File: src/dote_pkg.sv
// Shared types and constants for the DHCP option time extractor.
`default_nettype none
package dote_pkg;

  // Option codes of interest.
  localparam logic [7:0] OptEnd       = 8'hFF;
  localparam logic [7:0] OptPad       = 8'h00;
  localparam logic [7:0] OptLease     = 8'd51;
  localparam logic [7:0] OptRenewal   = 8'd58;
  localparam logic [7:0] OptRebinding = 8'd59;

  localparam int unsigned CookieBytes = 4;

  // Stop reason codes.
  localparam logic [1:0] StopEnd       = 2'd0;
  localparam logic [1:0] StopPad       = 2'd1;
  localparam logic [1:0] StopExhausted = 2'd2;

  typedef struct packed {
    logic [7:0] opt_byte;
    logic       packet_start;
    logic       packet_end;
  } in_req_t;

  typedef struct packed {
    logic [31:0] lease_seconds;
    logic [31:0] renewal_seconds;
    logic [31:0] rebinding_seconds;
    logic [1:0]  stop_reason;
  } out_res_t;

endpackage
`default_nettype wire

File: src/dhcp_option_time_extractor_core.sv
// Top level of the DHCP option time extractor.
`default_nettype none
// Walks a DHCP options area one byte per request: the four cookie bytes are
// passed over, then type-length-value options are followed. A type byte of
// 0xFF or 0x00 stops the parse; so does a byte flagged packet_end or byte
// AREA_BYTES-1 of the area. For options 51, 58 and 59 the four bytes after the
// length byte are captured big-endian into the lease, renewal and rebinding
// values, which persist across packets and reset to zero. Exactly one result
// leaves when a parse stops, carrying all three values and the stop reason
// (0 end marker, 1 pad byte, 2 area exhausted). packet_start always restarts
// the parse; bytes outside a parse are consumed silently.
// Rate: one request per cycle sustained. A request is held in the input
// register until the parse step takes it; that step updates state and loads the
// result register, so out_valid rises on the edge at which the parse step
// takes the final byte. The only stall is a result waiting in the result
// register, which holds the byte in the input register until out_ready.
module dhcp_option_time_extractor_core #(
  parameter int unsigned AREA_BYTES = 312
) (
  input  wire logic              clk,
  input  wire logic              rst_n,
  input  wire logic              in_valid,
  output logic                   in_ready,
  input  wire dote_pkg::in_req_t in_req,
  output logic                   out_valid,
  input  wire logic              out_ready,
  output dote_pkg::out_res_t     out_res
);

  // Registered request handed to the parse step.
  logic              s_valid;
  logic              s_take;
  dote_pkg::in_req_t s_req;

  dote_in_reg u_in_reg (
    .clk      (clk),
    .rst_n    (rst_n),
    .in_valid (in_valid),
    .in_ready (in_ready),
    .in_req   (in_req),
    .s_valid  (s_valid),
    .s_req    (s_req),
    .s_take   (s_take)
  );

  // Parse state, value capture and result register.
  dote_parser #(
    .AREA_BYTES (AREA_BYTES)
  ) u_parser (
    .clk       (clk),
    .rst_n     (rst_n),
    .s_valid   (s_valid),
    .s_req     (s_req),
    .s_take    (s_take),
    .out_valid (out_valid),
    .out_ready (out_ready),
    .out_res   (out_res)
  );

endmodule
`default_nettype wire

File: src/dote_in_reg.sv
// Input register stage for option byte requests.
`default_nettype none
module dote_in_reg (
  input  wire logic              clk,
  input  wire logic              rst_n,
  input  wire logic              in_valid,
  output logic                   in_ready,
  input  wire dote_pkg::in_req_t in_req,
  output logic                   s_valid,
  output dote_pkg::in_req_t      s_req,
  input  wire logic              s_take
);

  logic              valid_r;
  dote_pkg::in_req_t req_r;

  assign in_ready = !valid_r || s_take;
  assign s_valid  = valid_r;
  assign s_req    = req_r;

  always_ff @(posedge clk) begin
    if (!rst_n) begin
      valid_r <= 1'b0;
    end else if (in_ready) begin
      valid_r <= in_valid;
    end
  end

  always_ff @(posedge clk) begin
    if (in_valid && in_ready) begin
      req_r <= in_req;
    end
  end

endmodule
`default_nettype wire

File: src/dote_parser.sv
// Option walker: parse state, time value capture and the result register.
`default_nettype none
module dote_parser #(
  parameter int unsigned AREA_BYTES = 312
) (
  input  wire logic              clk,
  input  wire logic              rst_n,
  input  wire logic              s_valid,
  input  wire dote_pkg::in_req_t s_req,
  output logic                   s_take,
  output logic                   out_valid,
  input  wire logic              out_ready,
  output dote_pkg::out_res_t     out_res
);

  localparam int unsigned PosW = $clog2(AREA_BYTES);
  localparam logic [PosW-1:0] PosCookieLast = PosW'(dote_pkg::CookieBytes - 1);
  localparam logic [PosW-1:0] PosAreaLast   = PosW'(AREA_BYTES - 1);

  typedef enum logic [2:0] {
    PH_IDLE, PH_COOKIE, PH_TYPE, PH_LENGTH, PH_SKIP, PH_DONE
  } phase_t;

  typedef enum logic [1:0] {
    TGT_NONE, TGT_LEASE, TGT_RENEWAL, TGT_REBINDING
  } target_t;

  phase_t             phase_r, phase_nxt;
  logic [PosW-1:0]    pos_r, pos_nxt;
  logic [7:0]         skip_r, skip_nxt;
  logic [2:0]         cap_rem_r, cap_rem_nxt;
  target_t            tgt_r, tgt_nxt;
  logic [31:0]        shf_r, shf_nxt;
  logic [31:0]        lease_r, lease_nxt;
  logic [31:0]        renew_r, renew_nxt;
  logic [31:0]        rebind_r, rebind_nxt;
  logic               out_valid_r;
  dote_pkg::out_res_t out_res_r;

  logic       emit;
  logic [1:0] reason;
  logic       do_collect;
  logic       do_arm;
  logic [7:0] b;

  assign b         = s_req.opt_byte;
  assign s_take    = s_valid && (!out_valid_r || out_ready);
  assign out_valid = out_valid_r;
  assign out_res   = out_res_r;

  always_comb begin
    phase_nxt   = phase_r;
    pos_nxt     = pos_r;
    skip_nxt    = skip_r;
    cap_rem_nxt = cap_rem_r;
    tgt_nxt     = tgt_r;
    shf_nxt     = shf_r;
    lease_nxt   = lease_r;
    renew_nxt   = renew_r;
    rebind_nxt  = rebind_r;
    emit        = 1'b0;
    reason      = dote_pkg::StopExhausted;
    do_collect  = 1'b0;
    do_arm      = 1'b0;

    if (s_req.packet_start) begin
      phase_nxt   = PH_COOKIE;
      pos_nxt     = '0;
      skip_nxt    = '0;
      cap_rem_nxt = '0;
      tgt_nxt     = TGT_NONE;
      shf_nxt     = '0;
    end

    if (phase_nxt != PH_IDLE && phase_nxt != PH_DONE) begin
      unique case (phase_nxt)
        PH_COOKIE: begin
          if (pos_nxt >= PosCookieLast) begin
            phase_nxt = PH_TYPE;
          end
        end
        PH_TYPE: begin
          if (b == dote_pkg::OptEnd) begin
            emit   = 1'b1;
            reason = dote_pkg::StopEnd;
          end else if (b == dote_pkg::OptPad) begin
            emit   = 1'b1;
            reason = dote_pkg::StopPad;
          end else begin
            if (b == dote_pkg::OptLease || b == dote_pkg::OptRenewal ||
                b == dote_pkg::OptRebinding) begin
              // New time option: drop any open capture and arm for this one.
              cap_rem_nxt = '0;
              shf_nxt     = '0;
              tgt_nxt     = (b == dote_pkg::OptLease)   ? TGT_LEASE :
                            (b == dote_pkg::OptRenewal) ? TGT_RENEWAL : TGT_REBINDING;
            end else begin
              do_collect = 1'b1;
            end
            phase_nxt = PH_LENGTH;
          end
        end
        PH_LENGTH: begin
          do_collect = 1'b1;
          do_arm     = 1'b1;
          if (b == 8'd0) begin
            phase_nxt = PH_TYPE;
          end else begin
            skip_nxt  = b;
            phase_nxt = PH_SKIP;
          end
        end
        default: begin // PH_SKIP
          do_collect = 1'b1;
          if (skip_nxt != 8'd0) begin
            skip_nxt = skip_nxt - 8'd1;
          end
          if (skip_nxt == 8'd0) begin
            phase_nxt = PH_TYPE;
          end
        end
      endcase

      // Shift one byte into the open capture; commit on the fourth.
      if (do_collect && tgt_nxt != TGT_NONE && cap_rem_nxt != 3'd0) begin
        shf_nxt     = {shf_nxt[23:0], b};
        cap_rem_nxt = cap_rem_nxt - 3'd1;
        if (cap_rem_nxt == 3'd0) begin
          case (tgt_nxt)
            TGT_LEASE:   lease_nxt  = shf_nxt;
            TGT_RENEWAL: renew_nxt  = shf_nxt;
            default:     rebind_nxt = shf_nxt;
          endcase
          tgt_nxt = TGT_NONE;
          shf_nxt = '0;
        end
      end

      if (do_arm && tgt_nxt != TGT_NONE && cap_rem_nxt == 3'd0) begin
        cap_rem_nxt = 3'd4;
      end

      if (!emit) begin
        if (s_req.packet_end || pos_nxt >= PosAreaLast) begin
          emit   = 1'b1;
          reason = dote_pkg::StopExhausted;
        end else begin
          pos_nxt = pos_nxt + PosW'(1);
        end
      end

      if (emit) begin
        phase_nxt   = PH_DONE;
        cap_rem_nxt = '0;
        tgt_nxt     = TGT_NONE;
        shf_nxt     = '0;
      end
    end
  end

  always_ff @(posedge clk) begin
    if (!rst_n) begin
      phase_r     <= PH_IDLE;
      pos_r       <= '0;
      skip_r      <= '0;
      cap_rem_r   <= '0;
      tgt_r       <= TGT_NONE;
      shf_r       <= '0;
      lease_r     <= '0;
      renew_r     <= '0;
      rebind_r    <= '0;
      out_valid_r <= 1'b0;
    end else begin
      if (out_valid_r && out_ready) begin
        out_valid_r <= 1'b0;
      end
      if (s_take) begin
        phase_r   <= phase_nxt;
        pos_r     <= pos_nxt;
        skip_r    <= skip_nxt;
        cap_rem_r <= cap_rem_nxt;
        tgt_r     <= tgt_nxt;
        shf_r     <= shf_nxt;
        lease_r   <= lease_nxt;
        renew_r   <= renew_nxt;
        rebind_r  <= rebind_nxt;
        if (emit) begin
          out_valid_r                 <= 1'b1;
          out_res_r.lease_seconds     <= lease_nxt;
          out_res_r.renewal_seconds   <= renew_nxt;
          out_res_r.rebinding_seconds <= rebind_nxt;
          out_res_r.stop_reason       <= reason;
        end
      end
    end
  end

endmodule
`default_nettype wire

File: config.mk
export PLATFORM = sky130hd
export DESIGN_NAME = dhcp_option_time_extractor_core
export DESIGN_NICKNAME = d
export VERILOG_FILES = /design/src/dote_pkg.sv /design/src/dhcp_option_time_extractor_core.sv /design/src/dote_in_reg.sv /design/src/dote_parser.sv
export SDC_FILE = /design/constraint.sdc
export NUM_CORES = 1
export LEC_CHECK = 0
export BUFFER_PORTS_ARGS = -buffer_cell sky130_fd_sc_hd__buf_2
export CORE_ASPECT_RATIO = 0.8
export CORE_MARGIN = 1.5
export CORE_UTILIZATION = 36
export DETAILED_ROUTE_END_ITERATION = 8
export GPL_TIMING_DRIVEN = 0
export HOLD_SLACK_MARGIN = 0.03
export PLACE_DENSITY_LB_ADDON = 0.05
export RECOVER_POWER = 100
export SLEW_MARGIN = 10
export SYNTH_ARGS = -nofsm -noshare
export SYNTH_HDL_FRONTEND = slang
export SYNTH_SLANG_ARGS = --single-unit
File: constraint.sdc
create_clock -name clk -period 6.4 [get_ports clk]
set_input_delay 0.64 -clock clk [delete_from_list [all_inputs] [get_ports clk]]
set_output_delay 0.64 -clock clk [all_outputs]
set_load 0.01 [all_outputs]
; ---- Yosys cells after proc, flatten, opt, wreduce, memory -nomap -nowiden
; Index checks and enable logic that the tools add are counted.
[totals]
output_inout_bits = 100
register_bits = 263
in_bits = 14
wordCells = 149
[op_classes]
n_eq_ne = 10
n_reduce_logical = 28
order_cmp = 2
n_mux = 88
add_sub_neg = 3
[op_table]
columns = cell, count
row1 = 2-to-1 mux 32 bit, 21
row2 = 2-to-1 mux 3 bit, 19
row3 = 2-to-1 mux 8 bit, 6
row4 = 2-to-1 mux 9 bit, 4
row5 = 2-to-1 mux 2 bit, 17
row6 = equality test 8 x 6 -> 1 bit (second input constant), 3
row7 = 2-to-1 mux 1 bit, 18
row8 = logical NOT 8 bit, 2
row9 = case mux 8 bit (2 select lines), 1
row10 = adder 9 x 1 -> 9 bit (second input constant), 1
row11 = greater-or-equal comparator 9 x 2 -> 1 bit (second input constant), 1
row12 = greater-or-equal comparator 9 bit (second input constant), 1
row13 = case mux 3 bit (3 select lines), 1
row14 = equality test 8 bit (second input constant), 1
row15 = logical AND 1 bit, 8
row16 = nonzero test 8 bit, 1
row17 = subtractor 8 x 1 -> 8 bit (second input constant), 1
row18 = equality test 3 x 2 -> 1 bit (second input constant), 2
row19 = logical NOT 3 bit, 2
row20 = nonzero test 3 bit, 2
row21 = logical OR 1 bit, 5
row22 = nonzero test 2 bit, 2
row23 = OR reduction 2 bit, 2
row24 = equality test 3 x 1 -> 1 bit (second input constant), 1
row25 = 8 further kinds, 9

; ---- Logic depth before layout (Yosys ltp)
[depth]
word_depth = 19
mapped_depth = 15
depth_no_buf = 11

; ---- Hierarchy
; From an unflattened synthesis, not the netlist that was laid out.
[unflattened]
cells_unflattened = 978
hier_area_um2 = 10857.9
[by_module_without_submodules]
columns = mod, seq_area_each_um2, n_inst, area_per_inst_um2, cells_per_inst
row1 = dote_parser, 5865.6, 1, 10500.1, 963
row2 = dote_in_reg, 320.3, 1, 357.8, 15

; ---- Worst setup path after synthesis
; Ideal clock, no wire load.
[synth_path]
path_type = flip-flop to flip-flop
from = reg u_in_reg.req_r (netlist bit u_in_reg.s_req[1])
to = reg u_parser.out_res_r (netlist bit u_parser.out_res[0]), enable pin
n_path_buf = 5
setup_slack_ns = -0.415
setup_ns = 0.556
arrival_time_ns = 6.259
required_ns = 5.844
path_stages_with_launch = 13
synth_period_minus_slack_ns = 6.815
cell_sequence = edfxtp_1 > buf_2 > clkbuf_1 > clkbuf_1 > buf_1 > nor2b_1 > ha_1 > a211oi_1 > nor4_1 > a311o_1 > buf_2 > o21ai_0 > nor2_1
[synth_via]
elab_chain_cells = 8
elab_cells_between_ends = 15
cone_classes = order compare (1) / eq/ne (2) / mux (8) / reduce/logical (4)
[synth_lines]
columns = item, line_no
row1 = start: declaration, dote_in_reg.sv:15  ; dote_pkg::in_req_t req_r;
row2 = start signal: assignment, dote_in_reg.sv:31  ; req_r <= in_req;
row3 = 2-to-1 mux 9 bit or 2-to-1 mux 3 bit (tied branches), dote_parser.sv:66  ; if (s_req.packet_start) begin
row4 = greater-or-equal comparator 9 bit or equality test 3 x 2 -> 1 bit (tied branches), "dote_parser.sv:144, dote_parser.sv:76"
row5 = logical OR 1 bit or 2-to-1 mux 1 bit (tied branches), "dote_parser.sv:144, dote_parser.sv:76"
row6 = "2-to-1 mux 1 bit, on equally long branches", "dote_parser.sv:144, dote_parser.sv:75"
row7 = 2-to-1 mux 1 bit, dote_parser.sv:143  ; if (!emit) begin
row8 = 2-to-1 mux 1 bit, dote_parser.sv:75  ; if (phase_nxt != PH_IDLE && phase_nxt != PH_DONE) begin
row9 = 2-to-1 mux 1 bit (*), dote_parser.sv:75
row10 = AND reduction 3 bit (no source line) (*), --
row11 = end: declaration, dote_parser.sv:38  ; dote_pkg::out_res_t out_res_r;
; Every way passes the cells marked *; elsewhere a longest branch is shown, timed or not. The select of a mux whose other input is x is not followed.
; A chain may end at the register's enable or synchronous reset.

; ---- Worst setup path after layout
[layout_path]
from = reg u_in_reg.req_r (netlist bit u_in_reg.s_req[1])
to = reg u_parser.out_res_r (netlist bit u_parser.out_res[97]) (data pin)
[layout_via]
elab_chain_cells = 11
elab_cells_between_ends = 36
cone_classes = add/sub (1) / eq/ne (4) / mux (24) / reduce/logical (7)
[layout_lines]
columns = item, line_no
row1 = 2-to-1 mux 3 bit or 2-to-1 mux 2 bit (tied branches), dote_parser.sv:66
row2 = 2-to-1 mux 3 bit or 2-to-1 mux 2 bit (tied branches), dote_parser.sv:90  ; if (b == dote_pkg::OptLease || b == dote_pkg::OptRenewal ||
row3 = 2-to-1 mux 3 bit or 2-to-1 mux 2 bit (tied branches), dote_parser.sv:86  ; end else if (b == dote_pkg::OptPad) begin
row4 = 2-to-1 mux 3 bit or 2-to-1 mux 2 bit (tied branches), dote_parser.sv:83  ; if (b == dote_pkg::OptEnd) begin
row5 = 2-to-1 mux 3 bit or 2-to-1 mux 2 bit (tied branches), dote_parser.sv:76  ; unique case (phase_nxt)
row6 = 2-to-1 mux 3 bit or 2-to-1 mux 2 bit (tied branches), dote_parser.sv:75
row7 = "subtractor 3 x 1 -> 3 bit, or another cell as far along", dote_parser.sv:127  ; cap_rem_nxt = cap_rem_nxt - 3'd1;
row8 = "logical NOT 3 bit, or another cell as far along", dote_parser.sv:128  ; if (cap_rem_nxt == 3'd0) begin
row9 = 2-to-1 mux 32 bit or logical AND 1 bit (tied branches), "dote_parser.sv:128, dote_parser.sv:125"
row10 = 2-to-1 mux 32 bit, dote_parser.sv:125  ; if (do_collect && tgt_nxt != TGT_NONE && cap_rem_nxt != 3'd0) begin
row11 = 2-to-1 mux 32 bit (*), dote_parser.sv:75
row12 = named net u_parser.lease_nxt[31], dote_parser.sv:34  ; logic [31:0] lease_r, lease_nxt;
; Mark *: on every way through the listed nets, which the timed path passes. The rest lies on a longest branch. The select of a mux whose other input is x is not followed.

==> impl_metrics.yaml <==
status:
  status: "completed"
synthesis:
  synthesis.area_per_instance_um2: 9.48
  synth_seq_cells: 255
  synth.lib_cells_used.distinct: 69
  synth-warning-count: 0
  synth_compound_gate_area_share_pct: 16.1
  yosys.area_share.simple_pct: 19.3
  syn-instance-count: 1169
  synth_top_family_by_area: "simple AND/OR/NAND/NOR gates"
  synth.net_count: 1192
  post_synth_instance_area_um2: 11100
  seq_area_frac_synth_pct: 55.8
  synthArstFlopShare_pct: 0
  synthAdderAreaFrac_pct: 1.02
  synth_xor_xnor_area_share_pct: 0.553
  synth.mux.area_fraction_pct: 2.78
  count_of_flip_flops_with_a_built_in_enable_after_synthesis: 108
  ys.flop_type: "dfxtp_1"
route:
  detail_route.drc_violations: 0
  avgViaCountPerCell: 5.33
  finalWirelength_mm: 34.6
  average_wire_per_standard_cell_um: 19.8
  drtPass1Iterations: 6
  dr_total_vias: 9327
  final_antenna_net_count: 0
  drtIter0Drc: 771
clock_tree:
  clkTransAtPathRegs_ps: 60
  worstSkewPairLatency_ps: 540
  cts-hold-fix-buffers: 0
  cts_setup_buffers: 0
  cts_made_buffers: 28
  ctsRootBufferMaster: "clkbuf_16"
  tritoncts: "done"
  cts_resized: 0
  cts_max_path_buffers: 3
  tritoncts_num_sinks: 255
  htree_num_levels: 1
worst_hold_path:
  worst_hold_path_type: "primary input to register"
  holdCritStartpoint: "in_req[2]"
  hold_path_depth: 1
  worst_min_delay_path_endpoint: "u_in_reg.s_req[2]$_DFFE_PP_"
critical_path:
  worst-setup-path-type: "register to register"
  critical_path.most_common_cell: "clkbuf_1"
  critPathCaptureType: "register"
  slowest_stage: "a31oi_1"
  worst-endpoint-required_ps: 6700
  timing.rr.end: "u_parser.out_res[97]$_DFFE_PP_"
  worstRegToRegCells: 14
  crit_path_cell_trace: "clkbuf_1 > nor4b_4 > a31oi_1 > clkbuf_1 > clkbuf_1 > nand2_1 > ha_1 > ha_1 > nor3_1 > nand3_4 > or3_1 > buf_2 > clkbuf_1 > o21ai_0"
  rr_startpoint: "u_in_reg.s_req[1]$_DFFE_PP_"
  cp.depth: 14
  critPathLaunchType: "register"
  worst_ep_arrival_time_ps: 5970
  worst_path_dominant_cell_family: "buffers and inverters"
  crit_path_largest_cell_delay_ps: 830
  timing.critical_path.buf_inv: 5
  timing.critical_path.fanout_max: 10
  setup.reg_to_reg.worst_slack_ps: 730
placed_design:
  place_worst_setup_slack_ps: 1400
  numPlacedInstances: 1697
  numPortBuffers: 112
  gpl.final_weighted_congestion: 0.866
  hpwlAfterDp_mm: 24.4
floorplan:
  die_y_um: 160
  pin_count: 114
  std_cell_rows: 57
  placeableCoreArea_um2: 30300
  die_area_um2: 31800
  floorplan.initialDensity_pct: 36.6
  chipWidth_um: 199
sta:
  setup_viol: 0
  grt_setup_unrepaired: "no"
  final.setup.worst_slack_ps: 727
  finalHoldWorstSlack_ps: 269
  finalSetupTns_ps: 0
  final_min_period_over_clock_period_pct: 88.6
  min_period_ps: 5670
  timing.max_slew.rel_slack_pct: 23.5
  fmaxAchievable_mhz: 176
  tightest_slew_ps: 1140
  timing_max_transition_violations_final: 0
  skew_ps: 15.7
  hold_violation_total_from_the_final_report: 0
power:
  static-leakage-power_nw: 4.18
  power_density_nw_per_um2: 265
  worst_ir_drop_vdd_uv: 159
finish:
  finalNetCount: 1337
  antenna_cells: 0
  share_of_layout_cells_above_drive_strength_1_pct: 8.31
  flow.area_growth_from_synthesis_pct: 16.7
  layout.cells.non_filler: 1749
grt:
  antenna_found_initial: 0
  grt_pass1_wl_mm: 52.5
  grt.overflow.total: 0
  number_of_global_route_vias_before_repair: 8624
  gr-usage-all-layers_pct: 21.5
  grt_start_max_net_pins: 32
run:
  cap_violations: 0
-- synthesized netlist by cell type (all sizes together) (3+ instances only) --
| master | number | area [um^2] |
|---|---|---|
| a32oi | 4 | 35.0 |
| a211o | 6 | 52.6 |
| nand2 | 263 | 987 |
| dfxtp | 147 | 2940 |
| a31o | 4 | 35.0 |
| and2 | 6 | 37.5 |
| nor2 | 33 | 124 |
| a31oi | 6 | 52.6 |
| nor3 | 13 | 76.3 |
| nor3b | 4 | 30.0 |
| nor4 | 8 | 77.6 |
| ha | 9 | 113 |
| nand3 | 82 | 423 |
| a211oi | 6 | 45.0 |
| o31ai | 3 | 27.5 |
| a21oi | 116 | 584 |
| nor4b | 3 | 41.3 |
| clkbuf | 53 | 199 |
| edfxtp | 108 | 3240 |
| nor2b | 4 | 25.0 |
| o211ai | 8 | 60.1 |
| inv | 12 | 45.1 |
| or4 | 4 | 30.0 |
| xor2 | 5 | 43.8 |
| nand4 | 18 | 113 |
| buf | 47 | 250 |
| mux2 | 24 | 278 |
| mux2i | 3 | 30.0 |
| a22oi | 17 | 128 |
| o21ai | 95 | 475 |
| a32o | 13 | 130 |
| and3 | 4 | 25.0 |
| or3 | 9 | 56.3 |
| nand2b | 5 | 31.3 |
-- cell usage in the layout, fill, tap and decap left out, drive strengths merged, types with 5 or more instances in the layout --
cell    count
inv        12
a31oi       6
nand2b      5
a22oi      17
nor3       13
mux2       24
nor4        8
or3         9
o21ai      95
clkbuf    217
nor2       33
a211oi      6
a211o       6
nand2     263
clkinv      9
and2        6
nand3      82
o211ai      8
xor2        5
edfxtp    108
a32o       13
dfxtp     147
buf        39
a21oi     116
nand4      18
ha          9
-- registers in the layout, summed over array words and instances (netlist names) --
name and cells:
u_in_reg.s_req 10, u_in_reg.s_valid 1, u_parser.cap_rem_r 3, u_parser.lease_r 32
u_parser.out_res 98, u_parser.out_valid 1, u_parser.phase_r 3, u_parser.pos_r 9
u_parser.rebind_r 32, u_parser.renew_r 32, u_parser.shf_r 24, u_parser.skip_r 8
u_parser.tgt_r 2
-- report_power, final --
group / switching, mW / internal, mW / leakage (nW)
combinational: 0.0970 / 0.0259 / 1.41
sequential: 0.00399 / 1.70 / 2.32
clock: 0.648 / 0.952 / 0.450
total: 0.749 / 2.67 / 4.18
-- worst reg2reg max path, stage by stage, from the launching register on --
cell	delay, ps
edfxtp_1	310
clkbuf_1	480
nor4b_4	130
a31oi_1	830
clkbuf_1	430
clkbuf_1	530
nand2_1	170
ha_1	240
ha_1	170
nor3_1	390
nand3_4	210
or3_1	430
buf_2	280
clkbuf_1	350
o21ai_0	470
-- routing by layer --
metal,up-vias,GRT usage (%),part of all wire (%)
li1,4497,-,-
met1,4478,34.2,51
met2,311,30.5,41
met3,41,3.17,6.2
met4,0,4.37,1.8
met5,-,0,0
-- per-stage QoR --
stage	utilization, %	cell area [um^2]	power [mW]
after CTS	43.3	13100	3.46
after detailed placement	40.3	12200	1.86
final	42.7	12900	3.42
after floorplan	-	11100	1.81
after global routing	42.7	12900	3.54
after global placement	40.1	12200	1.86
-- layout make-up --
class,instances,area [um^2]
repair buffers,115,495
multi-input cells,802,4360
flip-flops and latches,255,6190
fillers,3080,17400
plain buffers,100,413
clock buffers,41,811
inverters,12,45.0
well taps,413,517
clock inverters,11,100
-- how the worst max path moves through the flow --
stage	startpoint	endpoint	slack (ps)
detailed placement	u_in_reg.s_req[1]$_DFFE_PP_	u_parser.out_res[66]$_DFFE_PP_	1400
global placement	u_in_reg.s_req[1]$_DFFE_PP_	u_parser.out_res[20]$_DFFE_PP_	-1020
global route	u_in_reg.s_req[1]$_DFFE_PP_	u_parser.out_res[97]$_DFFE_PP_	530
finish	u_in_reg.s_req[1]$_DFFE_PP_	u_parser.out_res[97]$_DFFE_PP_	730
CTS	u_in_reg.s_req[1]$_DFFE_PP_	u_parser.out_res[94]$_DFFE_PP_	1360
floorplan	u_in_reg.s_req[1]$_DFFE_PP_	u_parser.out_res[0]$_SDFFCE_PP0P_	1230
-- cell families (layout without fill, tap and decap cells) --
| kind of cell | Yosys count | in the layout |
|---|---|---|
| AND/OR/NAND/NOR | 463 | 463 |
| AO/OA/AOI/OAI | 296 | 296 |
| flip-flops | 255 | 255 |
| buffers and inverters | 112 | 279 |
| multiplexers | 27 | 27 |
| adder cells (fa/ha/maj) | 9 | 9 |
| XOR/XNOR | 7 | 7 |
(Power assumes the default switching activity.)
